## src/rtl/vcs_pkg.sv

```systemverilog
package vcs_pkg;

  localparam int unsigned MaxDim  = 1024;
  localparam int unsigned ElemW   = 16;
  localparam int unsigned SimW    = 16;
  localparam int unsigned ScaleSh = 15;
  localparam int unsigned ProdSW  = 2 * ElemW;
  localparam int unsigned CountW  = $clog2(MaxDim + 1);
  localparam int unsigned DotW    = 2 * ElemW + $clog2(MaxDim);
  localparam int unsigned NormW   = 2 * ElemW - 1 + $clog2(MaxDim);
  localparam int unsigned MagW    = DotW - 1;
  localparam int unsigned ProdW   = 2 * NormW;
  localparam int unsigned RootW   = NormW;
  localparam int unsigned AluW    = RootW + 3;
  localparam int unsigned NumW    = MagW + ScaleSh;
  localparam int unsigned IterW   = $clog2(NumW + 1);

  typedef enum logic [2:0] {
    S_IDLE,
    S_MAC_AA,
    S_MAC_BB,
    S_DECIDE,
    S_FINISH,
    S_EMIT
  } top_state_e;

  typedef enum logic [2:0] {
    F_IDLE,
    F_MUL,
    F_SQRT,
    F_DIV,
    F_DONE
  } fin_state_e;

  typedef struct packed {
    logic                   start;
    logic signed [DotW-1:0] dot;
    logic [NormW-1:0]       norm_a;
    logic [NormW-1:0]       norm_b;
  } fin_req_t;

  typedef struct packed {
    logic                   busy;
    logic                   done;
    logic signed [SimW-1:0] similarity;
  } fin_rsp_t;

  typedef struct packed {
    logic signed [SimW-1:0] similarity;
    logic                   zero_norm;
    logic                   too_long;
  } result_t;

endpackage

```

## src/rtl/vcs_if.sv

```systemverilog
interface vcs_in_if;
  import vcs_pkg::*;

  logic                    valid;
  logic                    ready;
  logic signed [ElemW-1:0] elem_a;
  logic signed [ElemW-1:0] elem_b;
  logic                    last_element;

  modport source (output valid, output elem_a, output elem_b, output last_element,
                  input ready);
  modport sink   (input valid, input elem_a, input elem_b, input last_element,
                  output ready);
endinterface

interface vcs_out_if;
  import vcs_pkg::*;

  logic                   valid;
  logic                   ready;
  logic signed [SimW-1:0] similarity;
  logic                   zero_norm;
  logic                   too_long;

  modport source (output valid, output similarity, output zero_norm, output too_long,
                  input ready);
  modport sink   (input valid, input similarity, input zero_norm, input too_long,
                  output ready);
endinterface

```

## src/rtl/vcs_finish.sv

```systemverilog
module vcs_finish (
  input  logic              clk_i,
  input  logic              rst_ni,
  input  vcs_pkg::fin_req_t req_i,
  output vcs_pkg::fin_rsp_t rsp_o
);
  import vcs_pkg::*;

  fin_state_e state_q, state_d;
  logic [IterW-1:0] cnt_q, cnt_d;
  logic [ProdW-1:0] prod_q, prod_d;
  logic [NormW-1:0] mcand_q, mcand_d;
  logic [RootW-1:0] root_q, root_d;
  logic [AluW-1:0]  rem_q, rem_d;
  logic [NumW-1:0]  num_q, num_d;
  logic             neg_q, neg_d;

  // Shared add/subtract unit; for a subtraction the carry out means x >= y.
  logic [AluW-1:0]  alu_x, alu_y;
  logic             alu_sub;
  logic [AluW:0]    alu_sum;
  logic             alu_carry;

  logic [DotW-1:0]  mag;
  logic             hi_nz;
  logic             over;
  logic [SimW-1:0]  q_lo;
  logic             last_iter;

  always_comb begin
    alu_x   = '0;
    alu_y   = '0;
    alu_sub = 1'b0;
    case (state_q)
      F_MUL: begin
        alu_x = AluW'(prod_q[ProdW-1:NormW]);
        alu_y = AluW'(mcand_q);
      end
      F_SQRT: begin
        alu_x   = {rem_q[AluW-3:0], prod_q[ProdW-1:ProdW-2]};
        alu_y   = AluW'({root_q, 2'b01});
        alu_sub = 1'b1;
      end
      F_DIV: begin
        alu_x   = AluW'({rem_q[RootW-1:0], num_q[NumW-1]});
        alu_y   = AluW'(root_q);
        alu_sub = 1'b1;
      end
      default: ;
    endcase
    alu_sum   = {1'b0, alu_x} + {1'b0, (alu_sub ? ~alu_y : alu_y)} + (AluW+1)'(alu_sub);
    alu_carry = alu_sum[AluW];
  end

  // Next state.
  always_comb begin
    last_iter = 1'b0;
    state_d   = state_q;
    unique case (state_q)
      F_IDLE: if (req_i.start) state_d = F_MUL;
      F_MUL: begin
        last_iter = (cnt_q == IterW'(NormW - 1));
        if (last_iter) state_d = F_SQRT;
      end
      F_SQRT: begin
        last_iter = (cnt_q == IterW'(RootW - 1));
        if (last_iter) state_d = F_DIV;
      end
      F_DIV: begin
        last_iter = (cnt_q == IterW'(NumW - 1));
        if (last_iter) state_d = F_DONE;
      end
      F_DONE: state_d = F_IDLE;
      default: state_d = F_IDLE;
    endcase
  end

  // Datapath.
  always_comb begin
    cnt_d   = cnt_q + IterW'(1);
    prod_d  = prod_q;
    mcand_d = mcand_q;
    root_d  = root_q;
    rem_d   = rem_q;
    num_d   = num_q;
    neg_d   = neg_q;
    mag     = req_i.dot[DotW-1] ? -req_i.dot : req_i.dot;
    case (state_q)
      F_IDLE: begin
        cnt_d   = '0;
        prod_d  = {{NormW{1'b0}}, req_i.norm_b};
        mcand_d = req_i.norm_a;
        neg_d   = req_i.dot[DotW-1];
        num_d   = {mag[MagW-1:0], {ScaleSh{1'b0}}};
      end
      F_MUL: begin
        if (prod_q[0]) begin
          prod_d = {alu_sum[NormW:0], prod_q[NormW-1:1]};
        end else begin
          prod_d = {1'b0, prod_q[ProdW-1:1]};
        end
        if (last_iter) begin
          cnt_d  = '0;
          rem_d  = '0;
          root_d = '0;
        end
      end
      F_SQRT: begin
        prod_d = {prod_q[ProdW-3:0], 2'b00};
        if (alu_carry) begin
          rem_d  = alu_sum[AluW-1:0];
          root_d = {root_q[RootW-2:0], 1'b1};
        end else begin
          rem_d  = alu_x;
          root_d = {root_q[RootW-2:0], 1'b0};
        end
        if (last_iter) begin
          cnt_d = '0;
          rem_d = '0;
        end
      end
      F_DIV: begin
        rem_d = alu_carry ? alu_sum[AluW-1:0] : alu_x;
        num_d = {num_q[NumW-2:0], alu_carry};
      end
      default: cnt_d = '0;
    endcase
  end

  // Saturation of the quotient magnitude to the signed Q1.15 range.
  always_comb begin
    hi_nz = |num_q[NumW-1:SimW];
    q_lo  = num_q[SimW-1:0];
    if (neg_q) begin
      over = hi_nz || (q_lo[SimW-1] && (|q_lo[SimW-2:0]));
    end else begin
      over = hi_nz || q_lo[SimW-1];
    end
    rsp_o.busy = (state_q != F_IDLE);
    rsp_o.done = (state_q == F_DONE);
    if (over) begin
      rsp_o.similarity = neg_q ? {1'b1, {(SimW-1){1'b0}}} : {1'b0, {(SimW-1){1'b1}}};
    end else begin
      rsp_o.similarity = neg_q ? -q_lo : q_lo;
    end
  end

  always_ff @(posedge clk_i or negedge rst_ni) begin
    if (!rst_ni) begin
      state_q <= F_IDLE;
      cnt_q   <= '0;
    end else begin
      state_q <= state_d;
      cnt_q   <= cnt_d;
    end
  end

  always_ff @(posedge clk_i) begin
    prod_q  <= prod_d;
    mcand_q <= mcand_d;
    root_q  <= root_d;
    rem_q   <= rem_d;
    num_q   <= num_d;
    neg_q   <= neg_d;
  end

endmodule

```

## src/rtl/vector_cosine_similarity.sv

```systemverilog
// Streams two vectors one element pair per request and returns their cosine
// similarity in signed Q1.15 on the request marked last. Each pair is worked
// on one product at a time on the single shared 16x16 multiplier: a*b as it
// is accepted, then a*a, then b*b, and the block is not ready while it forms
// a*a and b*b; a pair that arrives after MaxDim pairs is only noted.
// After the last pair the finishing unit works one bit per cycle on a shared
// add/subtract unit: first the product of the two norms, then its square root,
// then the division, and then it hands the quotient back; the block decides
// before it starts and loads the output register after it. Vectors with a zero
// norm or with more than MaxDim pairs skip the finishing unit and answer 0
// with zero_norm or too_long set. The result waits in an output register, so
// the next vector may start while it is still not taken.
module vector_cosine_similarity (
  input  logic clk_i,
  input  logic rst_ni,
  vcs_in_if.sink    in_i,
  vcs_out_if.source out_o
);
  import vcs_pkg::*;

  top_state_e state_q, state_d;

  logic signed [ElemW-1:0] a_q, a_d, b_q, b_d;
  logic                    last_q, last_d;
  logic signed [DotW-1:0]  dot_q, dot_d;
  logic [NormW-1:0]        na_q, na_d, nb_q, nb_d;
  logic [CountW-1:0]       cnt_q, cnt_d;
  logic                    ovr_q, ovr_d;
  result_t                 res_q, res_d;
  result_t                 out_q, out_d;
  logic                    out_valid_q, out_valid_d;

  logic signed [ElemW-1:0]  mul_x, mul_y;
  logic signed [ProdSW-1:0] mul_p;
  logic                     accept;
  logic                     full;
  logic                     slot_free;
  logic                     degenerate;

  fin_req_t fin_req;
  fin_rsp_t fin_rsp;

  vcs_finish u_finish (
    .clk_i  (clk_i),
    .rst_ni (rst_ni),
    .req_i  (fin_req),
    .rsp_o  (fin_rsp)
  );

  assign in_i.ready       = (state_q == S_IDLE);
  assign accept           = in_i.valid && in_i.ready;
  assign full             = (cnt_q >= CountW'(MaxDim));
  assign slot_free        = !out_valid_q || out_o.ready;
  assign degenerate       = ovr_q || (na_q == '0) || (nb_q == '0);
  assign out_o.valid      = out_valid_q;
  assign out_o.similarity = out_q.similarity;
  assign out_o.zero_norm  = out_q.zero_norm;
  assign out_o.too_long   = out_q.too_long;

  // Next state.
  always_comb begin
    state_d = state_q;
    unique case (state_q)
      S_IDLE: begin
        if (accept) begin
          if (!full) begin
            state_d = S_MAC_AA;
          end else if (in_i.last_element) begin
            state_d = S_DECIDE;
          end
        end
      end
      S_MAC_AA: state_d = S_MAC_BB;
      S_MAC_BB: state_d = last_q ? S_DECIDE : S_IDLE;
      S_DECIDE: state_d = degenerate ? S_EMIT : S_FINISH;
      S_FINISH: if (fin_rsp.done) state_d = S_EMIT;
      S_EMIT:   if (slot_free) state_d = S_IDLE;
      default:  state_d = S_IDLE;
    endcase
  end

  // Shared multiplier operands.
  always_comb begin
    case (state_q)
      S_MAC_AA: begin
        mul_x = a_q;
        mul_y = a_q;
      end
      S_MAC_BB: begin
        mul_x = b_q;
        mul_y = b_q;
      end
      default: begin
        mul_x = in_i.elem_a;
        mul_y = in_i.elem_b;
      end
    endcase
    mul_p = mul_x * mul_y;
  end

  // Datapath and outputs.
  always_comb begin
    a_d         = a_q;
    b_d         = b_q;
    last_d      = last_q;
    dot_d       = dot_q;
    na_d        = na_q;
    nb_d        = nb_q;
    cnt_d       = cnt_q;
    ovr_d       = ovr_q;
    res_d       = res_q;
    out_d       = out_q;
    out_valid_d = out_valid_q && !out_o.ready;

    fin_req.start  = 1'b0;
    fin_req.dot    = dot_q;
    fin_req.norm_a = na_q;
    fin_req.norm_b = nb_q;

    case (state_q)
      S_IDLE: begin
        if (accept) begin
          a_d    = in_i.elem_a;
          b_d    = in_i.elem_b;
          last_d = in_i.last_element;
          if (full) begin
            ovr_d = 1'b1;
          end else begin
            dot_d = dot_q + {{(DotW-ProdSW){mul_p[ProdSW-1]}}, mul_p};
            cnt_d = cnt_q + CountW'(1);
          end
        end
      end
      // Squares are never negative and never above 2**30.
      S_MAC_AA: na_d = na_q + NormW'(mul_p[ProdSW-2:0]);
      S_MAC_BB: nb_d = nb_q + NormW'(mul_p[ProdSW-2:0]);
      S_DECIDE: begin
        res_d.similarity = '0;
        res_d.too_long   = ovr_q;
        res_d.zero_norm  = !ovr_q && ((na_q == '0) || (nb_q == '0));
        fin_req.start    = !degenerate;
      end
      S_FINISH: begin
        if (fin_rsp.done) begin
          res_d.similarity = fin_rsp.similarity;
          res_d.zero_norm  = 1'b0;
          res_d.too_long   = 1'b0;
        end
      end
      S_EMIT: begin
        if (slot_free) begin
          out_d       = res_q;
          out_valid_d = 1'b1;
          dot_d       = '0;
          na_d        = '0;
          nb_d        = '0;
          cnt_d       = '0;
          ovr_d       = 1'b0;
        end
      end
      default: ;
    endcase
  end

  always_ff @(posedge clk_i or negedge rst_ni) begin
    if (!rst_ni) begin
      state_q     <= S_IDLE;
      dot_q       <= '0;
      na_q        <= '0;
      nb_q        <= '0;
      cnt_q       <= '0;
      ovr_q       <= 1'b0;
      out_valid_q <= 1'b0;
    end else begin
      state_q     <= state_d;
      dot_q       <= dot_d;
      na_q        <= na_d;
      nb_q        <= nb_d;
      cnt_q       <= cnt_d;
      ovr_q       <= ovr_d;
      out_valid_q <= out_valid_d;
    end
  end

  always_ff @(posedge clk_i) begin
    a_q    <= a_d;
    b_q    <= b_d;
    last_q <= last_d;
    res_q  <= res_d;
    out_q  <= out_d;
  end

  a_too_long_clean: assert property (@(posedge clk_i) disable iff (!rst_ni)
    out_o.valid && out_o.too_long |-> out_o.similarity == '0 && !out_o.zero_norm)
    else $error("too_long result carries a similarity or zero_norm");

  a_zero_norm_clean: assert property (@(posedge clk_i) disable iff (!rst_ni)
    out_o.valid && out_o.zero_norm |-> out_o.similarity == '0)
    else $error("zero_norm result carries a non-zero similarity");

  a_count_bound: assert property (@(posedge clk_i) disable iff (!rst_ni)
    cnt_q <= CountW'(MaxDim))
    else $error("element count beyond MaxDim");

  a_busy_not_ready: assert property (@(posedge clk_i) disable iff (!rst_ni)
    fin_rsp.busy |-> !in_i.ready)
    else $error("input ready while the finishing unit is busy");

endmodule
```

## src/flat_wrapper.sv

```systemverilog
// flat-port wrapper written by rule: the top's interface ports become plain ports
module vector_cosine_similarity_flat import vcs_pkg::*;
  (clk_i, rst_ni, in_i_valid, in_i_elem_a, in_i_elem_b, in_i_last_element, in_i_ready, out_o_valid, out_o_similarity, out_o_zero_norm, out_o_too_long, out_o_ready);
  vcs_in_if in_i_i ();
  vcs_out_if out_o_i ();
  input  logic clk_i;
  input  logic rst_ni;
  input wire logic [$bits(in_i_i.valid)-1:0] in_i_valid;
  input wire logic [$bits(in_i_i.elem_a)-1:0] in_i_elem_a;
  input wire logic [$bits(in_i_i.elem_b)-1:0] in_i_elem_b;
  input wire logic [$bits(in_i_i.last_element)-1:0] in_i_last_element;
  output wire logic [$bits(in_i_i.ready)-1:0] in_i_ready;
  output wire logic [$bits(out_o_i.valid)-1:0] out_o_valid;
  output wire logic [$bits(out_o_i.similarity)-1:0] out_o_similarity;
  output wire logic [$bits(out_o_i.zero_norm)-1:0] out_o_zero_norm;
  output wire logic [$bits(out_o_i.too_long)-1:0] out_o_too_long;
  input wire logic [$bits(out_o_i.ready)-1:0] out_o_ready;
  assign in_i_i.valid = in_i_valid;
  assign in_i_i.elem_a = in_i_elem_a;
  assign in_i_i.elem_b = in_i_elem_b;
  assign in_i_i.last_element = in_i_last_element;
  assign in_i_ready = in_i_i.ready;
  assign out_o_valid = out_o_i.valid;
  assign out_o_similarity = out_o_i.similarity;
  assign out_o_zero_norm = out_o_i.zero_norm;
  assign out_o_too_long = out_o_i.too_long;
  assign out_o_i.ready = out_o_ready;
  vector_cosine_similarity u_core (.clk_i(clk_i), .rst_ni(rst_ni), .in_i(in_i_i), .out_o(out_o_i));
endmodule
```

## config.mk

```make
export PLATFORM = sky130hd
export DESIGN_NAME = vector_cosine_similarity_flat
export DESIGN_NICKNAME = d
export VERILOG_FILES = /design/src/rtl/vcs_pkg.sv /design/src/rtl/vcs_if.sv /design/src/rtl/vcs_finish.sv /design/src/rtl/vector_cosine_similarity.sv /design/src/flat_wrapper.sv
export SDC_FILE = /design/constraint.sdc
export NUM_CORES = 2
export LEC_CHECK = 0
export BUFFER_PORTS_ARGS = -buffer_cell sky130_fd_sc_hd__buf_4
export CAP_MARGIN = 20
export CORE_UTILIZATION = 50
export DETAILED_ROUTE_END_ITERATION = 8
export GPL_TIMING_DRIVEN = 0
export PLACE_DENSITY = 0.66
export SLEW_MARGIN = 20
export SYNTH_ARGS = -nofsm -noshare
export SYNTH_HDL_FRONTEND = slang
export SYNTH_HIERARCHICAL = 1
export SYNTH_SLANG_ARGS = --single-unit
```

## constraint.sdc

```tcl
create_clock -name clk_i -period 25.8 [get_ports clk_i]
set_clock_uncertainty 0.2 [all_clocks]
set_input_delay 5.16 -clock clk_i [delete_from_list [all_inputs] [get_ports clk_i]]
set_output_delay 5.16 -clock clk_i [all_outputs]
set_load 0.02 [all_outputs]
```

# Word-level counts from Yosys, hierarchy flattened
# Index checks and enable logic that the tools add are counted.
# totals
regBits	481
input_bits	37
out_inout_bits	20
# classes
addsub	9
multipliers	1
magnitude_cmp	1
eq_ne	22
mux	57
n_bitwise	1
n_reduce_logical	41
# op_table
op	count
$mux 42	6
$pmux 41 s2	3
$pmux 82 s3	1
$pmux 44 s3	1
$pmux 43 s3	1
$pmux 42 s3	1
$mux 41	3
$pmux 56 s2	1
$pmux 42 s2	1
$add 41x31->41	2
$logic_not 41->1	2
$mux 82	1
$pmux 16 s2	2
$mux 16	3
$add 44x44->45	1
$add 45x1->45	1
$mux 44	1
$not 43->44	1
$add 42x42->42	1
$neg 41->41	1
$reduce_or 40->1	1
$pmux 18 s2	1
$mux 11	3
$mul 16x16->32	1
31 further kinds	92

# Logic depth before layout (Yosys ltp)
# depth
ltp_word	9
ltp_mapped	43

# Modules after synthesis
# The synthesis kept the hierarchy.
# modules_own_cells
module	n_inst	cells_each	area_each_um2	seq_area_each_um2
vector_cosine_similarity	1	2545	23037.1	5575.3
vcs_finish	1	1744	16973.8	8122.8

# Worst setup path after synthesis
# OpenSTA, ideal clock, no wires.
# synth_timing
kind	input port to flip-flop
start	input port in_i_elem_b[4]
end	register u_core.dot_q[41]
setup_time_ns	0.120
arrival_ns	12.818
path_slack_ns	12.662
path_stages	36
path_buffers	1
path_cell_list	a21oi_1 > clkbuf_1 > nor2_1 > fa_1 > inv_1 > fa_1 > fa_1 > inv_1 > fa_1 > fa_1 > inv_1 > fa_1 > inv_1 > ha_1 > a21oi_1 > o221ai_1 > a21o_1 > a21oi_1 > o31ai_1 > a21oi_1 > o211ai_1 > a31oi_1 > o21bai_1 > a21oi_1 > xnor2_1 > ha_1 > nand2_1 > or3_1 > o32ai_1 > a211oi_2 > a21oi_1 > o21ai_1 > a21oi_1 > xnor2_1 > o31ai_1 > a31o_2
# synth_between
elab_chain_cells	6
# synth_lines
element	line_no	source
start: declaration	flat_wrapper.sv:10	input wire logic [$bits(in_i_i.elem_b)-1:0] in_i_elem_b;
$pmux 16 s2	vector_cosine_similarity.sv:84	case (state_q)
$mul 16x16->32	vector_cosine_similarity.sv:98	mul_p = mul_x * mul_y;
$add 42x42->42	vector_cosine_similarity.sv:129	dot_d = dot_q + {{(DotW-ProdSW){mul_p[ProdSW-1]}}, mul_p};
$mux 42	vector_cosine_similarity.sv:126	if (full) begin
$mux 42	vector_cosine_similarity.sv:122	if (accept) begin
$pmux 42 s2	vector_cosine_similarity.sv:120	case (state_q)
end signal: assignment	vector_cosine_similarity.sv:176	dot_q <= dot_d;
end: declaration	vector_cosine_similarity.sv:25	logic signed [DotW-1:0] dot_q, dot_d;
# Every way passes these cells. The select of a mux whose other input is x is not followed.
# A chain may end at the register's enable or synchronous reset.

# Worst setup path after layout
# Ends and elaborated chain as after synthesis.

==> results.txt <==
The synthesized netlist devotes between 20% and 30% of its cell area to adder and majority cells. The final routed DRC violation total is 0. After clock tree synthesis, the clock-pin slew on the worst setup and hold paths is approximately 0.060 ns. Leaving out fill and tap cells, the most frequent cell in the layout is sky130_fd_sc_hd__nand2_1.

Summing over every cut layer, the via total after detailed routing is between 30000 and 40000. The wire length of the first global-routing pass came out at 184000 µm. The number of antenna diodes in the final layout is 0.

The quantity of I/O buffers inserted on ports came out at 56. The number of antenna violations at the first check in global routing came out at 2. The count of final setup violators came out at 0. The startpoint class of the critical path is an input pin. On the worst path, the slowest cell contributes a delay of about 0.76 ns. The number of global-route vias before repair was about 32000.

The HPWL after detailed placement is 95000 µm. The post-route antenna net violation count came out at 0. The die boundary width is roughly 280 µm. The core area came out at between 0.07 and 0.08 mm².

For this block, the initial DRC count from the detailed router was ~3200. The first TritonRoute pass finished after 5 iterations. The level count of the clock H-tree is 2. The post-CTS setup repair buffer count is 0.

The worst hold-check path type is reg2reg. Setup repair after global routing left no endpoint under its margin. The count of filler cells inserted in the layout came out at 7159. The library cell appearing most often on the critical path is sky130_fd_sc_hd__fa_1.

For the final routed database, the setup TNS stands at 0 ns. The most used flip-flop cell after synthesis is sky130_fd_sc_hd__edfxtp_1. In the routed layout, each cell is associated on average with a via count of between 5 and 6. In this run the vertical extent of the chip is 285 µm. The pin count of the biggest net entering global routing is between 80 and 90. In the layout the commonest cells are sky130_fd_sc_hd__nand2_1 (570), sky130_fd_sc_hd__nor2_1 (405), sky130_fd_sc_hd__inv_1 (358), sky130_fd_sc_hd__edfxtp_1 (332), sky130_fd_sc_hd__fa_1 (266). The number of nets in the synthesized netlist is slightly below 5000. The global-route total usage across every layer came out at slightly below 30%.

The share of synthesized area occupied by flip-flops and latches is 34.2%. The clock net sink count is a little under 500. Sorting the synthesized cells by area gives the leading types as sky130_fd_sc_hd__edfxtp_1 (25%), sky130_fd_sc_hd__fa_1 (13%), sky130_fd_sc_hd__dfrtp_1 (9.3%), sky130_fd_sc_hd__ha_1 (7.5%), sky130_fd_sc_hd__nand2_1 (5.4%). By startpoint and endpoint, the worst setup path is classified as in2reg.

From synthesis to final layout, the design area changed by 10.2%. The number of storage elements in the synthesis netlist came out at slightly below 500. Summing every instance area after synthesis gives ~0.04 mm². The largest individual stage delay along the critical path comes from the cell sky130_fd_sc_hd__a21oi_1. The minimum clock period after layout is about 15 ns. The biggest area contributor in the post-synthesis netlist is sky130_fd_sc_hd__edfxtp_1. Headroom to the max-slew limit came out at approximately 17%.

The flow ran to the end, and the final reports show no timing, DRC or antenna violations. After Yosys synthesis, and, or, nand and nor cells account for between 10% and 20% of the synthesized area. The number of placement rows came out at between 100 and 150. The area of the die is approximately 0.081 mm².

Yosys mapped a number of flops with a built-in enable equal to about 330. The fraction of synthesis flops using an asynchronous set or reset pin came out at between 30% and 40%. Static timing analysis puts the maximum clock frequency at slightly below 70 MHz. The total number of nets in the final design is 4960. The clock latency on the worst-skew pair is 0.64 ns.

The total of hold buffers inserted after clock tree synthesis is 0. The starting density of the core came out at between 50 and 60%. The share of final-layout standard cells stronger than drive strength 1 is under 10%. TritonCTS built the clock tree. The number of top-level pins is 57. In this run the clock root is driven by a sky130_fd_sc_hd__clkbuf_16. The count of cells resized by post-cts repair is 0. The area fraction of the dominant cell type after synthesis is 24.9%.

The total number of yosys warnings is 6. The maximum net fanout on the critical path is 10. The maximum buffer depth of the clock tree came out at 3.

The wire length after detailed routing is 119000 µm. The share of the synthesized area in compound gates (AO/OA/AOI/OAI) came out at approximately 17%. The actual slew at the worst max-slew pin is 1.24 ns.

At the worst endpoint, the arrival time is 14.95 ns. The gate count of the mapped netlist is around 4300. After layout, the worst path uses between 50 and 60% of the clock period. Multiplexer cells account for ~3% of the synthesized area. The required time at the worst-slack endpoint is about 26 ns. The count of final max-slew check failures is 0. The post-synthesis xor/xnor area fraction is approximately 4.9%. The number of maximum-capacitance constraint violations came out at 0. The count of distinct cell types in the synthesized netlist came out at ~100. The total count of hold-check failures in the final report is 0. After detailed routing, the average wire length per cell comes to approximately 22 µm.

The routability congestion estimate from global placement came out at about 0.95. The number of clock buffers added by TritonCTS is 55. For this run the aggregate overflow at the end of global routing stands at 0. The average cell area after synthesis came out at around 9.3 µm². After synthesis, the largest family of logic cells by area is adder cells. The category of the worst setup path capture point is a flop.
worst max-delay path, delay by kind of cell:
kind / cells / cell delay, ns
AND/OR/NAND/NOR: 4 / 0.53
adder cells (fa/ha/maj): 8 / 3.82
XOR/XNOR: 2 / 0.80
buffers and inverters: 6 / 0.80
AO/OA/AOI/OAI: 16 / 3.83
final cells by class:
type / instances / area [µm²] / area share [%]
Multi-Input combinational cell: 3265 / 24400 / 55.4
Sequential cell: 481 / 13700 / 31.1
Clock buffer: 80 / 1550 / 3.52
Inverter: 362 / 1360 / 3.08
Tap cell: 1050 / 1310 / 2.98
Timing Repair Buffer: 72 / 793 / 1.80
Buffer: 181 / 694 / 1.58
Clock inverter: 24 / 248 / 0.562
path summary, 6_finish.rpt:
kind / startpoint / end / slack (ns) / cells past startpoint
setup / recovery: in_i_elem_b[4] / u_core/dot_q[41] / 11.16 / 36
hold / removal: u_core/res_q[7] / u_core/out_o.similarity[5] / 0.22 / 0
setup reg to reg: u_core/state_q[0] / u_core/dot_q[41] / 13.30 / 43
hold reg to reg: u_core/res_q[7] / u_core/out_o.similarity[5] / 0.22 / 0
max in group asynchronous: rst_ni / u_core/nb_q[9] / 20.22 / 2
min in group asynchronous: rst_ni / u_core/dot_q[36] / 4.30 / 1
layer usage:
| layer | global-route usage (%) | share of wire (%) |
|---|---|---|
| met4 | 10.7 | 3.8 |
| met5 | 0 | 0.0059 |
| met1 | 40.3 | 43 |
| met3 | 3.63 | 6.6 |
| met2 | 47.3 | 47 |
metrics by stage:
step	util, %	area, µm²	hold slack, ns	setup WS (ns)	cells
3_5_place_dp	53.4	42200	0.205	10.64	5411
3_3_place_gp	52.8	41700	0.202	10.43	5395
4_1_cts	55.7	44000	0.220	11.24	5515
2_1_floorplan	-	40000	0.200	12.66	4289
5_1_grt	55.7	44100	0.224	10.65	5515
6_report	55.7	44100	0.217	11.16	5515
cell usage after synthesis (11+ instances only):
cell,instances
sky130_fd_sc_hd__a31oi_1,23
sky130_fd_sc_hd__a21o_1,92
sky130_fd_sc_hd__xnor2_1,97
sky130_fd_sc_hd__o31ai_1,33
sky130_fd_sc_hd__o21ai_1,38
sky130_fd_sc_hd__nor2_1,405
sky130_fd_sc_hd__nand2b_1,35
sky130_fd_sc_hd__a211oi_1,18
sky130_fd_sc_hd__nor3_1,33
sky130_fd_sc_hd__nor4_1,34
sky130_fd_sc_hd__o21bai_1,28
sky130_fd_sc_hd__mux2_2,41
sky130_fd_sc_hd__a21oi_1,266
sky130_fd_sc_hd__or3_1,21
sky130_fd_sc_hd__o211ai_1,11
sky130_fd_sc_hd__o21a_1,21
sky130_fd_sc_hd__nor2b_1,24
sky130_fd_sc_hd__a22oi_1,132
sky130_fd_sc_hd__fa_1,266
sky130_fd_sc_hd__nand4_1,33
sky130_fd_sc_hd__a32o_1,11
sky130_fd_sc_hd__buf_1,16
sky130_fd_sc_hd__clkbuf_1,159
sky130_fd_sc_hd__edfxtp_1,332
sky130_fd_sc_hd__dfrtp_1,149
sky130_fd_sc_hd__and3_1,81
sky130_fd_sc_hd__or2_2,22
sky130_fd_sc_hd__mux2i_1,70
sky130_fd_sc_hd__nand2_1,571
sky130_fd_sc_hd__ha_1,239
sky130_fd_sc_hd__o21ai_0,244
sky130_fd_sc_hd__a22o_1,23
sky130_fd_sc_hd__and2_1,14
sky130_fd_sc_hd__nand3_1,83
sky130_fd_sc_hd__xor2_1,125
sky130_fd_sc_hd__inv_1,359
kinds of logic (layout without fill, tap and decap cells):
logic type | count (synthesis) | after routing
multiplexers | 112 | 112
XOR/XNOR | 222 | 222
flip-flops | 481 | 481
AND/OR/NAND/NOR | 1394 | 1394
AO/OA/AOI/OAI | 1032 | 1032
adder cells (fa/ha/maj) | 505 | 505
buffers and inverters | 543 | 719
sequential cells by signal (all words and copies together), names as in the netlist:
register                 cells
u_core/u_finish/cnt_q        6
u_core/u_finish/mcand_q     41
u_core/out_o.valid           1
u_core/u_finish/root_q      41
u_core/u_finish/prod_q      82
u_core/last_q                1
u_core/u_finish/neg_q        1
u_core/res_q                18
u_core/dot_q                42
u_core/na_q                 41
u_core/out_o.similarity     16
u_core/u_finish/rem_q       42
u_core/a_q                  16
u_core/out_o.too_long        1
u_core/cnt_q                11
u_core/nb_q                 41
u_core/u_finish/num_q       56
u_core/ovr_q                 1
u_core/state_q               3
u_core/u_finish/state_q      3
u_core/out_o.zero_norm       1
u_core/b_q                  16
Power is left out: the tool's default activity adds up to more than one toggle a clock period on the data nets, which glitch-free logic cannot reach.
